$ cat src/sv/dse_pkg.sv
// Shared types, constants and helper functions for the date string converter.
// No dependencies; every other file of the block but dse_ram imports this package.
package dse_pkg;

    localparam int DSE_MAX_CHARS = 16;

    localparam int CHAR_W   = 8;
    localparam int SECS_W   = 32;
    localparam int CFG_IDX_W = 2;
    localparam int CFG_DAT_W = 8;

    // Accumulator: days since the epoch up to 2155 times 86400 needs 33 bits,
    // one more keeps the overflow test simple.
    localparam int ACC_W = 34;
    localparam int MUL_W = 6;
    localparam int ADD_W = 9;

    localparam logic [CFG_IDX_W-1:0] CFG_DEFAULT_DAY   = 2'd0;
    localparam logic [CFG_IDX_W-1:0] CFG_DEFAULT_MONTH = 2'd1;
    localparam logic [CFG_IDX_W-1:0] CFG_DEFAULT_YEAR  = 2'd2;

    localparam logic [4:0] RST_DEFAULT_DAY   = 5'd1;
    localparam logic [3:0] RST_DEFAULT_MONTH = 4'd1;
    localparam logic [7:0] RST_DEFAULT_YEAR  = 8'd70;

    localparam logic [7:0] CH_ZERO = 8'h30;
    localparam logic [7:0] CH_NINE = 8'h39;
    localparam logic [7:0] CH_DOT  = 8'h2E;

    localparam logic [7:0] EPOCH_YY     = 8'd70;   // 1970 as years since 1900
    localparam logic [6:0] MAX_MONTH    = 7'd12;
    localparam logic [6:0] MAX_DAY      = 7'd31;
    localparam logic [6:0] MAX_MIN_SEC  = 7'd59;
    localparam logic [6:0] HOUR_ROLL    = 7'd24;
    localparam logic [3:0] LEAP_MONTH   = 4'd3;

    localparam logic [MUL_W-1:0] MUL_ONE       = 6'd1;
    localparam logic [MUL_W-1:0] HOURS_PER_DAY = 6'd24;
    localparam logic [MUL_W-1:0] SIXTY         = 6'd60;

    typedef enum logic [3:0] {
        S_IDLE,
        S_FETCH,
        S_DIGIT,
        S_CHECK,
        S_YEARS,
        S_MONTHS,
        S_DAYS,
        S_HOURS,
        S_MINS,
        S_SECS,
        S_DONE
    } t_state;

    typedef enum logic [2:0] {
        F_FIRST,
        F_DOT,
        F_MIN,
        F_HOUR,
        F_DAY,
        F_MON,
        F_YEAR,
        F_END
    } t_field;

    function automatic logic is_digit(input logic [7:0] c);
        return (c >= CH_ZERO) && (c <= CH_NINE);
    endfunction

    // Years since 1900 in 70..255: divisible by four is leap, except 2100.
    function automatic logic is_leap(input logic [7:0] yy);
        return (yy[1:0] == 2'b00) && (yy != 8'd200);
    endfunction

    function automatic logic [ADD_W-1:0] year_days(input logic [7:0] yy);
        return is_leap(yy) ? 9'd366 : 9'd365;
    endfunction

    function automatic logic [4:0] month_days(input logic [3:0] m);
        logic [4:0] d;
        case (m)
            4'd1:    d = 5'd31;
            4'd2:    d = 5'd28;
            4'd3:    d = 5'd31;
            4'd4:    d = 5'd30;
            4'd5:    d = 5'd31;
            4'd6:    d = 5'd30;
            4'd7:    d = 5'd31;
            4'd8:    d = 5'd31;
            4'd9:    d = 5'd30;
            4'd10:   d = 5'd31;
            4'd11:   d = 5'd30;
            4'd12:   d = 5'd31;
            default: d = 5'd0;
        endcase
        return d;
    endfunction

endpackage

$ cat src/sv/dse_if.sv
// Handshake interfaces for the character, result and configuration channels.
// Depends on dse_pkg for the payload widths.
interface dse_char_if import dse_pkg::*; ();
    logic              valid;
    logic              ready;
    logic [CHAR_W-1:0] char_code;
    logic              last_char;

    modport source (output valid, char_code, last_char, input ready);
    modport sink   (input valid, char_code, last_char, output ready);
endinterface

interface dse_result_if import dse_pkg::*; ();
    logic              valid;
    logic              ready;
    logic              bad_format;
    logic [SECS_W-1:0] epoch_seconds;

    modport source (output valid, bad_format, epoch_seconds, input ready);
    modport sink   (input valid, bad_format, epoch_seconds, output ready);
endinterface

interface dse_cfg_if import dse_pkg::*; ();
    logic                 valid;
    logic                 ready;
    logic [CFG_IDX_W-1:0] index;
    logic [CFG_DAT_W-1:0] data;

    modport source (output valid, index, data, input ready);
    modport sink   (input valid, index, data, output ready);
endinterface

$ cat src/sv/dse_ram.sv
// Generic single write port, single read port RAM with registered read data.
// No dependencies.
module dse_ram #(
    parameter int WIDTH = 8,
    parameter int DEPTH = 16
) (
    input  logic                     i_clk,
    input  logic                     i_we,
    input  logic [$clog2(DEPTH)-1:0] i_waddr,
    input  logic [WIDTH-1:0]         i_wdata,
    input  logic [$clog2(DEPTH)-1:0] i_raddr,
    output logic [WIDTH-1:0]         o_rdata
);

    logic [WIDTH-1:0] r_mem [DEPTH];
    logic [WIDTH-1:0] r_rdata;

    always_ff @(posedge i_clk) begin
        if (i_we) begin
            r_mem[i_waddr] <= i_wdata;
        end
        r_rdata <= r_mem[i_raddr];
    end

    assign o_rdata = r_rdata;

endmodule

$ cat src/sv/dse_mac.sv
// Shared multiply-add unit: sum = acc * mul + add, truncated to the accumulator.
// Depends on dse_pkg for the widths.
module dse_mac import dse_pkg::*; (
    input  logic [ACC_W-1:0] i_acc,
    input  logic [MUL_W-1:0] i_mul,
    input  logic [ADD_W-1:0] i_add,
    output logic [ACC_W-1:0] o_sum
);

    logic [ACC_W+MUL_W-1:0] prod;

    assign prod  = i_acc * i_mul;
    assign o_sum = prod[ACC_W-1:0] + ACC_W'(i_add);

endmodule

$ cat src/sv/date_string_to_epoch_seconds.sv
// Date string to seconds since 1970: top level with the parse and convert sequencer.
// Depends on dse_pkg, the interfaces in dse_if, dse_ram and dse_mac.

// The block takes a date string of the form [YY[MM[DD]]]HHMM[.SS] one character
// per request on i_char, one request per cycle while i_char.ready is high, and
// answers every request marked last_char with one result request on o_result:
// bad_format, or the seconds since 1970-01-01 00:00:00 (zero when bad_format is
// set). Missing day, month and year come from the three configuration
// registers on i_cfg (0: default day, 1: default month, 2: default year as
// years since 1900), which accept a write in every cycle and should be written
// only while no string is in progress. Strings longer than MAX_CHARS
// characters are rejected. After the last character the block is busy while
// the parser reads the character buffer from its right end through a single
// registered read port, and the conversion then runs the year sum, the month
// sum and the scaling to seconds one step a cycle through a single shared
// multiply-add unit. The result waits in an output register, so a new string
// can be loaded while the previous result is still to be taken.
module date_string_to_epoch_seconds import dse_pkg::*; #(
    parameter int MAX_CHARS = DSE_MAX_CHARS
) (
    input  logic         i_clk,
    input  logic         i_rst_n,
    dse_char_if.sink     i_char,
    dse_cfg_if.sink      i_cfg,
    dse_result_if.source o_result
);

    localparam int CW = $clog2(MAX_CHARS + 1);
    localparam int AW = $clog2(MAX_CHARS);
    localparam logic [CW-1:0] MAX_COUNT = CW'(MAX_CHARS);

    // Control state.
    t_state r_state, n_state;
    t_field r_field, n_field;
    logic            r_tens, n_tens;
    logic [CW-1:0]   r_count, n_count;
    logic            r_ovf, n_ovf;
    logic [CW-1:0]   r_pos, n_pos;
    logic            r_bad, n_bad;
    logic            r_miss, n_miss;
    logic            r_out_valid, n_out_valid;

    // Configuration.
    logic [4:0] r_def_day, n_def_day;
    logic [3:0] r_def_mon, n_def_mon;
    logic [7:0] r_def_year, n_def_year;

    // Parsed fields and the conversion datapath.
    logic [6:0]       r_val, n_val;
    logic [6:0]       r_secs, n_secs;
    logic [6:0]       r_mins, n_mins;
    logic [6:0]       r_hour, n_hour;
    logic [6:0]       r_day, n_day;
    logic [6:0]       r_mon, n_mon;
    logic [7:0]       r_year, n_year;
    logic [7:0]       r_y, n_y;
    logic [3:0]       r_m, n_m;
    logic [ACC_W-1:0] r_acc, n_acc;
    logic             r_out_bad, n_out_bad;
    logic [SECS_W-1:0] r_out_secs, n_out_secs;

    logic             char_acc;
    logic             ram_we;
    logic [AW-1:0]    ram_raddr;
    logic [7:0]       ram_rdata;
    logic [CW-1:0]    pos_m1;

    logic             commit;
    logic [7:0]       fval;
    logic             dig;
    logic [3:0]       dval;
    logic [7:0]       tens10;
    logic             range_err;
    logic             leap_adj;
    logic             fin_bad;
    logic             slot_free;

    logic [MUL_W-1:0] mac_mul;
    logic [ADD_W-1:0] mac_add;
    logic [ACC_W-1:0] mac_sum;

    // Handshakes.
    assign i_char.ready      = (r_state == S_IDLE);
    assign char_acc          = i_char.valid && i_char.ready;
    assign i_cfg.ready       = 1'b1;
    assign o_result.valid    = r_out_valid;
    assign o_result.bad_format    = r_out_bad;
    assign o_result.epoch_seconds = r_out_secs;

    // The character buffer. Characters beyond MAX_CHARS are not written; the
    // parser always reads the entry just left of the current position.
    assign ram_we    = char_acc && (r_count < MAX_COUNT);
    assign pos_m1    = r_pos - CW'(1);
    assign ram_raddr = pos_m1[AW-1:0];

    dse_ram #(
        .WIDTH (CHAR_W),
        .DEPTH (MAX_CHARS)
    ) u_buf (
        .i_clk   (i_clk),
        .i_we    (ram_we),
        .i_waddr (r_count[AW-1:0]),
        .i_wdata (i_char.char_code),
        .i_raddr (ram_raddr),
        .o_rdata (ram_rdata)
    );

    dse_mac u_mac (
        .i_acc (r_acc),
        .i_mul (mac_mul),
        .i_add (mac_add),
        .o_sum (mac_sum)
    );

    // Character decode for the entry just read.
    assign dig    = is_digit(ram_rdata);
    assign dval   = 4'(ram_rdata - CH_ZERO);
    assign tens10 = 8'({dval, 3'b000}) + 8'({dval, 1'b0});

    assign range_err = r_bad || r_miss || (r_pos != '0)
                    || (r_mon == 7'd0) || (r_mon > MAX_MONTH)
                    || (r_day == 7'd0) || (r_day > MAX_DAY)
                    || (r_mins > MAX_MIN_SEC) || (r_secs > MAX_MIN_SEC)
                    || (r_hour > HOUR_ROLL) || (r_year < EPOCH_YY);

    // February 29th is counted once the month is March or later.
    assign leap_adj  = is_leap(r_year) && (r_mon[3:0] >= LEAP_MONTH);
    assign fin_bad   = r_bad || (r_acc[ACC_W-1:SECS_W] != '0);
    assign slot_free = !r_out_valid || o_result.ready;

    always_ff @(posedge i_clk) begin
        if (!i_rst_n) begin
            r_state <= S_IDLE;
        end else begin
            r_state <= n_state;
        end
    end

    always_ff @(posedge i_clk) begin
        if (!i_rst_n) begin
            r_count     <= '0;
            r_ovf       <= 1'b0;
            r_out_valid <= 1'b0;
            r_def_day   <= RST_DEFAULT_DAY;
            r_def_mon   <= RST_DEFAULT_MONTH;
            r_def_year  <= RST_DEFAULT_YEAR;
        end else begin
            r_count     <= n_count;
            r_ovf       <= n_ovf;
            r_out_valid <= n_out_valid;
            r_def_day   <= n_def_day;
            r_def_mon   <= n_def_mon;
            r_def_year  <= n_def_year;
        end
    end

    always_ff @(posedge i_clk) begin
        r_field    <= n_field;
        r_tens     <= n_tens;
        r_pos      <= n_pos;
        r_bad      <= n_bad;
        r_miss     <= n_miss;
        r_val      <= n_val;
        r_secs     <= n_secs;
        r_mins     <= n_mins;
        r_hour     <= n_hour;
        r_day      <= n_day;
        r_mon      <= n_mon;
        r_year     <= n_year;
        r_y        <= n_y;
        r_m        <= n_m;
        r_acc      <= n_acc;
        r_out_bad  <= n_out_bad;
        r_out_secs <= n_out_secs;
    end

    always_comb begin
        n_state     = r_state;
        n_field     = r_field;
        n_tens      = r_tens;
        n_count     = r_count;
        n_ovf       = r_ovf;
        n_pos       = r_pos;
        n_bad       = r_bad;
        n_miss      = r_miss;
        n_val       = r_val;
        n_secs      = r_secs;
        n_mins      = r_mins;
        n_hour      = r_hour;
        n_day       = r_day;
        n_mon       = r_mon;
        n_year      = r_year;
        n_y         = r_y;
        n_m         = r_m;
        n_acc       = r_acc;
        n_out_bad   = r_out_bad;
        n_out_secs  = r_out_secs;
        n_out_valid = r_out_valid && !o_result.ready;
        n_def_day   = r_def_day;
        n_def_mon   = r_def_mon;
        n_def_year  = r_def_year;
        commit      = 1'b0;
        fval        = 8'd0;
        mac_mul     = MUL_ONE;
        mac_add     = '0;

        // Configuration writes; an index beyond the list is ignored.
        if (i_cfg.valid) begin
            case (i_cfg.index)
                CFG_DEFAULT_DAY:   n_def_day  = i_cfg.data[4:0];
                CFG_DEFAULT_MONTH: n_def_mon  = i_cfg.data[3:0];
                CFG_DEFAULT_YEAR:  n_def_year = i_cfg.data;
                default: ;
            endcase
        end

        case (r_state)
            S_IDLE: begin
                if (char_acc) begin
                    if (r_count < MAX_COUNT) begin
                        n_count = r_count + CW'(1);
                    end else begin
                        n_ovf = 1'b1;
                    end
                    // On the last character the parse starts from the right
                    // end and the buffer is free again for the next string.
                    if (i_char.last_char) begin
                        n_pos   = (r_count < MAX_COUNT) ? r_count + CW'(1) : r_count;
                        n_bad   = r_ovf || (r_count == MAX_COUNT);
                        n_miss  = 1'b0;
                        n_field = F_FIRST;
                        n_tens  = 1'b0;
                        n_count = '0;
                        n_ovf   = 1'b0;
                        n_state = S_FETCH;
                    end
                end
            end

            // Field dispatch: the read address is presented in this cycle.
            S_FETCH: begin
                if (r_tens) begin
                    n_state = S_DIGIT;
                end else begin
                    case (r_field)
                        F_END: n_state = S_CHECK;
                        F_DOT: begin
                            if (r_pos == '0) begin
                                // No seconds part: the first pair was minutes.
                                n_mins  = r_secs;
                                n_secs  = 7'd0;
                                n_field = F_HOUR;
                            end else begin
                                n_state = S_DIGIT;
                            end
                        end
                        default: begin
                            if (r_pos == '0) begin
                                // String used up: date fields take their
                                // defaults, time fields are an error.
                                commit = 1'b1;
                                case (r_field)
                                    F_DAY:  fval = {3'b000, r_def_day};
                                    F_MON:  fval = {4'b0000, r_def_mon};
                                    F_YEAR: fval = r_def_year;
                                    default: begin
                                        fval   = 8'd0;
                                        n_miss = 1'b1;
                                    end
                                endcase
                            end else begin
                                n_state = S_DIGIT;
                            end
                        end
                    endcase
                end
            end

            // Buffer data is valid here.
            S_DIGIT: begin
                n_state = S_FETCH;
                if (r_field == F_DOT) begin
                    if (ram_rdata == CH_DOT) begin
                        n_pos   = pos_m1;
                        n_field = F_MIN;
                    end else begin
                        n_mins  = r_secs;
                        n_secs  = 7'd0;
                        n_field = F_HOUR;
                    end
                end else if (!r_tens) begin
                    n_pos = pos_m1;
                    if (!dig) begin
                        n_bad = 1'b1;
                    end
                    n_val = {3'b000, dval};
                    if (r_pos > CW'(1)) begin
                        n_tens = 1'b1;
                    end else begin
                        // A lone leading digit is the units digit.
                        commit = 1'b1;
                        fval   = {4'b0000, dval};
                    end
                end else begin
                    n_pos = pos_m1;
                    if (!dig) begin
                        n_bad = 1'b1;
                    end
                    commit = 1'b1;
                    fval   = {1'b0, r_val} + tens10;
                end
            end

            S_CHECK: begin
                if (range_err) begin
                    n_bad   = 1'b1;
                    n_state = S_DONE;
                end else begin
                    // Hour 24 is midnight at the start of the next day.
                    if (r_hour == HOUR_ROLL) begin
                        n_hour = 7'd0;
                        n_day  = r_day + 7'd1;
                    end
                    n_acc   = '0;
                    n_y     = EPOCH_YY;
                    n_state = S_YEARS;
                end
            end

            S_YEARS: begin
                mac_add = year_days(r_y);
                if (r_y < r_year) begin
                    n_acc = mac_sum;
                    n_y   = r_y + 8'd1;
                end else begin
                    n_m     = 4'd1;
                    n_state = S_MONTHS;
                end
            end

            S_MONTHS: begin
                mac_add = ADD_W'(month_days(r_m));
                if ({3'b000, r_m} < r_mon) begin
                    n_acc = mac_sum;
                    n_m   = r_m + 4'd1;
                end else begin
                    n_state = S_DAYS;
                end
            end

            S_DAYS: begin
                mac_add = ADD_W'(r_day) - ADD_W'(1) + ADD_W'(leap_adj);
                n_acc   = mac_sum;
                n_state = S_HOURS;
            end

            S_HOURS: begin
                mac_mul = HOURS_PER_DAY;
                mac_add = ADD_W'(r_hour);
                n_acc   = mac_sum;
                n_state = S_MINS;
            end

            S_MINS: begin
                mac_mul = SIXTY;
                mac_add = ADD_W'(r_mins);
                n_acc   = mac_sum;
                n_state = S_SECS;
            end

            S_SECS: begin
                mac_mul = SIXTY;
                mac_add = ADD_W'(r_secs);
                n_acc   = mac_sum;
                n_state = S_DONE;
            end

            // Hand the result to the output register once it is free.
            S_DONE: begin
                if (slot_free) begin
                    n_out_valid = 1'b1;
                    n_out_bad   = fin_bad;
                    n_out_secs  = fin_bad ? '0 : r_acc[SECS_W-1:0];
                    n_state     = S_IDLE;
                end
            end

            default: n_state = S_IDLE;
        endcase

        // A finished pair goes to its field and the parser moves left.
        if (commit) begin
            n_tens  = 1'b0;
            n_state = S_FETCH;
            case (r_field)
                F_FIRST: begin
                    n_secs  = fval[6:0];
                    n_field = F_DOT;
                end
                F_MIN: begin
                    n_mins  = fval[6:0];
                    n_field = F_HOUR;
                end
                F_HOUR: begin
                    n_hour  = fval[6:0];
                    n_field = F_DAY;
                end
                F_DAY: begin
                    n_day   = fval[6:0];
                    n_field = F_MON;
                end
                F_MON: begin
                    n_mon   = fval[6:0];
                    n_field = F_YEAR;
                end
                F_YEAR: begin
                    n_year  = fval;
                    n_field = F_END;
                end
                default: n_field = F_END;
            endcase
        end
    end

`ifndef SYNTHESIS
    a_count_bound: assert property (@(posedge i_clk) disable iff (!i_rst_n)
        r_count <= MAX_COUNT)
        else $error("character count beyond buffer depth");

    a_last_starts_parse: assert property (@(posedge i_clk) disable iff (!i_rst_n)
        char_acc && i_char.last_char |=> (r_count == '0) && (r_state == S_FETCH))
        else $error("last character did not start the parse");

    a_bad_zero_secs: assert property (@(posedge i_clk) disable iff (!i_rst_n)
        r_out_valid && r_out_bad |-> (r_out_secs == '0))
        else $error("rejected string carries non-zero seconds");

    a_pos_bound: assert property (@(posedge i_clk) disable iff (!i_rst_n)
        (r_state != S_IDLE) |-> (r_pos <= MAX_COUNT))
        else $error("parse position beyond buffer depth");

    a_tens_has_char: assert property (@(posedge i_clk) disable iff (!i_rst_n)
        (r_state == S_DIGIT) && r_tens |-> (r_pos != '0))
        else $error("tens digit read with no character left");
`endif

endmodule

$ cat src/flat_wrapper.sv
// flat-port wrapper written by rule: the top's interface ports become plain ports
module date_string_to_epoch_seconds_flat import dse_pkg::*;
#(
    parameter int MAX_CHARS = DSE_MAX_CHARS
)
  (i_clk, i_rst_n, i_char_valid, i_char_char_code, i_char_last_char, i_char_ready, i_cfg_valid, i_cfg_index, i_cfg_data, i_cfg_ready, o_result_valid, o_result_bad_format, o_result_epoch_seconds, o_result_ready);
  dse_char_if i_char_i ();
  dse_cfg_if i_cfg_i ();
  dse_result_if o_result_i ();
  input  logic i_clk;
  input  logic i_rst_n;
  input wire logic [$bits(i_char_i.valid)-1:0] i_char_valid;
  input wire logic [$bits(i_char_i.char_code)-1:0] i_char_char_code;
  input wire logic [$bits(i_char_i.last_char)-1:0] i_char_last_char;
  output wire logic [$bits(i_char_i.ready)-1:0] i_char_ready;
  input wire logic [$bits(i_cfg_i.valid)-1:0] i_cfg_valid;
  input wire logic [$bits(i_cfg_i.index)-1:0] i_cfg_index;
  input wire logic [$bits(i_cfg_i.data)-1:0] i_cfg_data;
  output wire logic [$bits(i_cfg_i.ready)-1:0] i_cfg_ready;
  output wire logic [$bits(o_result_i.valid)-1:0] o_result_valid;
  output wire logic [$bits(o_result_i.bad_format)-1:0] o_result_bad_format;
  output wire logic [$bits(o_result_i.epoch_seconds)-1:0] o_result_epoch_seconds;
  input wire logic [$bits(o_result_i.ready)-1:0] o_result_ready;
  assign i_char_i.valid = i_char_valid;
  assign i_char_i.char_code = i_char_char_code;
  assign i_char_i.last_char = i_char_last_char;
  assign i_char_ready = i_char_i.ready;
  assign i_cfg_i.valid = i_cfg_valid;
  assign i_cfg_i.index = i_cfg_index;
  assign i_cfg_i.data = i_cfg_data;
  assign i_cfg_ready = i_cfg_i.ready;
  assign o_result_valid = o_result_i.valid;
  assign o_result_bad_format = o_result_i.bad_format;
  assign o_result_epoch_seconds = o_result_i.epoch_seconds;
  assign o_result_i.ready = o_result_ready;
  date_string_to_epoch_seconds #(.MAX_CHARS(MAX_CHARS)) u_core (.i_clk(i_clk), .i_rst_n(i_rst_n), .i_char(i_char_i), .i_cfg(i_cfg_i), .o_result(o_result_i));
endmodule
$ cat config.mk
export PLATFORM = sky130hd
export DESIGN_NAME = date_string_to_epoch_seconds_flat
export DESIGN_NICKNAME = d
export VERILOG_FILES = /design/src/sv/dse_pkg.sv /design/src/sv/dse_if.sv /design/src/sv/dse_ram.sv /design/src/sv/dse_mac.sv /design/src/sv/date_string_to_epoch_seconds.sv /design/src/flat_wrapper.sv
export SDC_FILE = /design/constraint.sdc
export NUM_CORES = 1
export LEC_CHECK = 0
export BUFFER_PORTS_ARGS = -buffer_cell sky130_fd_sc_hd__buf_2
export CORE_MARGIN = 2
export CORE_UTILIZATION = 55
export DETAILED_ROUTE_END_ITERATION = 12
export HOLD_SLACK_MARGIN = 0.03
export MAX_ROUTING_LAYER = met4
export PLACE_DENSITY = 0.86
export SETUP_SLACK_MARGIN = 0.02
export SYNTH_ARGS = -nofsm -noshare
export SYNTH_HDL_FRONTEND = slang
export SYNTH_SLANG_ARGS = --single-unit
export TNS_END_PERCENT = 1
$ cat constraint.sdc
create_clock -name i_clk -period 5.4 [get_ports i_clk]
set_clock_uncertainty 0.1 [all_clocks]
set_input_delay 1.08 -clock i_clk [delete_from_list [all_inputs] [get_ports i_clk]]
set_output_delay 1.08 -clock i_clk [all_outputs]
set_load 0.1 [all_outputs]
==> impl_metrics.yaml <==
placed_design:
  portBuffers: 58
  placed_cells: 2199
  routabilityCongestion: 0.945
  hpwlAfterDp_um: 31400
yosys:
  avgSynthCellArea_um2: 11.3
  synth_edf_count: 236
  ys_async_sr_fraction: 0
  syn-cell-area_um2: 18900
  yosysWarnings: 0
  synth-seq-cells: 304
  synth_ff_type: "edfxtp_1"
  synth_cells: 1677
  seq_area_frac_synth: 0.447
  synth_cell_type_count: 78
  syn-num-nets: 1921
sta:
  postLayoutSetupSlackWorst_ps: -7.41
  setup_viol_count_final: 1
  fmax_ghz: 0.185
  fin_crit_sh: 1.00
  tightest_slew_ps: 1220
  finalMaxSlewViolations: 0
  rsz0062_at_grt: "true"
  tns_ps: -7.41
  hold_violations: 0
  finalCriticalPeriod_ps: 5410
  slew_headroom: 0.190
floorplanning:
  die_area_um2: 35800
  die-height_um: 189
  rows: 67
  core_um2: 33700
  fp.dieW_um: 189
  start_util: 0.560
  io_pins: 60
cells_and_area:
  fillers: 2430
  finalNetCount: 2041
  antennaDiodeCount: 0
  seq_area_um2: 8450
  drive_above_1_share: 0.177
  final_common_cell: "edfxtp_1"
  multi_input_area_um2: 9840
  fin_cells: 2271
  mostFrequentLayoutCells: "edfxtp_1 (236), inv_1 (174), and2_1 (118)"
  area_delta_synth_final_pct: 14.3
clocking:
  clk_latency_ps: 540
  postCtsHoldBufs: 0
  htreeDepth: 2
  clk_path_buf_depth: 3
  clock-root-buffer: "clkbuf_16"
  clock-sinks: 304
  clk_pin_slew_ps: 60
  cts_tree: "yes"
  cts_buffers: 35
drt:
  drtIter0Drc: 1286
  wl_per_cell_um: 19.3
  drc: 0
  vias_per_cell: 5.90
  drt_wl_total_um: 43900
  ant_nets: 0
  drt-pass1-iter-count: 5
  vias: 13400
grt:
  grt_antenna_before_repair: 0
  grt-ovfl-total: 0
  grt_max_degree: 37
  grt_pass1_wl_um: 71200
  grt_pass1_vias: 13800
  gr-usage-all-layers: 0.258
power_and_ir_drop:
  comb_power_share: 0.242
  peakVddDrop_mv: 0.288
  leakage_uw: 0.00895
  intPower_uw: 4650
  swShare: 0.307
  pwr-share-clk: 0.336
  seqPwrFrac: 0.422
  switching_power_uw: 2060
  p_per_area_nw_per_um2: 311
worst_setup_path:
  endpoint_kind: "flop"
  crit_required_ps: 5560
  arrival_ps: 5570
  critPathMaxFanout: 7
  crit_type: "reg -> reg"
  critPathLaunchType: "flop"
status:
  violations: "setup timing"
  status: "complete, but fails checks"
min_path:
  hold_path_class: "reg -> reg"
run:
  maxCapViolCount: 0
what timing repair did:
action                     4_1_cts  5_1_grt
gates cloned                     1        0
setup endpoints to repair       17       17
pin swaps                       36       14
resized for setup               52       22
setup buffers                    8        1
Yosys cell counts (5+ instances only):
cell type	instances	share of area
a211oi_1	13	0.0052
a21boi_0	7	0.0028
a21o_1	20	0.0080
a21oi_1	85	0.023
a221oi_1	5	0.0023
a22oi_1	7	0.0028
a31oi_1	13	0.0043
and2_1	121	0.040
and3_1	11	0.0036
buf_2	6	0.0016
clkbuf_1	48	0.0095
dfxtp_1	68	0.072
edfxtp_1	236	0.38
fa_1	92	0.098
ha_1	128	0.085
inv_1	179	0.036
mux2_2	11	0.0066
mux2i_1	20	0.011
mux4_2	40	0.048
nand2_1	111	0.022
nand2b_1	16	0.0053
nand3_1	33	0.0087
nand4_1	11	0.0036
nor2_1	114	0.023
nor2b_1	25	0.0083
nor3_1	35	0.0093
nor4_1	7	0.0023
o211ai_1	9	0.0036
o21ai_0	53	0.014
o22ai_1	10	0.0033
xnor2_1	32	0.015
xor2_1	21	0.0097
final timing paths:
kind	from	cells after the start	slack (ps)	endpoint
min	u_core.r_def_year[4]	2	360	u_core.r_def_year[4]
max	u_core.r_state[2]	21	-7	u_core.r_acc[26]
min reg2reg	u_core.r_def_year[4]	2	360	u_core.r_def_year[4]
max reg2reg	u_core.r_state[2]	21	-7	u_core.r_acc[26]
worst max-delay path: stages, from the launching register on:
cell and delay [ps]:
dfxtp_4 360, and4b_1 180, or2_4 290, buf_4 150, buf_2 150, and2_1 210
fa_1 540, inv_1 50, fa_1 550, inv_1 60, fa_1 470, ha_1 340
ha_4 260, nand2_1 70, o211ai_1 150, a21o_1 230, a211oi_2 290, a211oi_2 110
buf_4 170, a31oi_2 180, xor2_1 160, nor2_1 50
metrics by stage:
step                      power [uW]  utilization  worst slack (ps)  instance area [um2]  hold WS, ps
after floorplan                 3950            -              -330                18900          337
after global placement          4350        0.597              -276                20100          354
after detailed placement        4410        0.597              -458                20100          358
after CTS                       6700        0.638              26.3                21500          365
after global routing            7010        0.640              -205                21600          382
final                           6710        0.640             -7.41                21600          364
power by group through the flow:
stage | logic (uW) | clock network, uW | registers [uW]
6_report | 1620 | 2250 | 2830
5_1_grt | 1790 | 2380 | 2850
4_1_cts | 1600 | 2280 | 2830
3_5_place_dp | 1540 | 0 | 2870
3_3_place_gp | 1480 | 0 | 2860
2_1_floorplan | 1160 | 0 | 2790
area by class of cell:
type / count / share of cell area
well taps: 448 / 0.0260
inverters: 179 / 0.0311
flip-flops and latches: 304 / 0.392
multi-input cells: 1132 / 0.456
clock buffers: 41 / 0.0416
clock inverters: 22 / 0.00899
repair buffers: 145 / 0.0448
flip-flops by register name, indices dropped and copies added (netlist names), 3 cells and up, named ones only:
register and cells:
u_core.r_def_year 8, u_core.u_buf.o_rdata 8, u_core.r_state 4, u_core.r_count 5, u_core.r_year 8, u_core.r_day 7
u_core.o_result.epoch_seconds 32, u_core.r_hour 7, u_core.r_mins 7, u_core.r_m 4, u_core.r_field 3, u_core.r_def_mon 4
u_core.r_secs 7, u_core.r_acc 34, u_core.u_buf.r_mem 128, u_core.r_mon 7, u_core.r_pos 5, u_core.r_y 8
u_core.r_val 4, u_core.r_def_day 5
cells by family after synthesis:
kind of cell / Yosys count / synth area share
simple gates: 524 / 0.144
flops: 304 / 0.447
compound gates: 263 / 0.0874
buf+inv: 241 / 0.0492
fa+ha+maj: 220 / 0.182
mux: 71 / 0.0649
xor+xnor: 53 / 0.0246
other cells: 1 / 0.000199
metal layers:
layer | wire length [um] | part of all wire | track usage
met2 | 22000 | 0.50 | 0.437
met1 | 17400 | 0.40 | 0.316
met4 | 1600 | 0.037 | 0.0921
met3 | 2930 | 0.067 | 0.0382
met5 | 0 | 0 | -
Note: power is estimated with default switching activity, not from simulation.
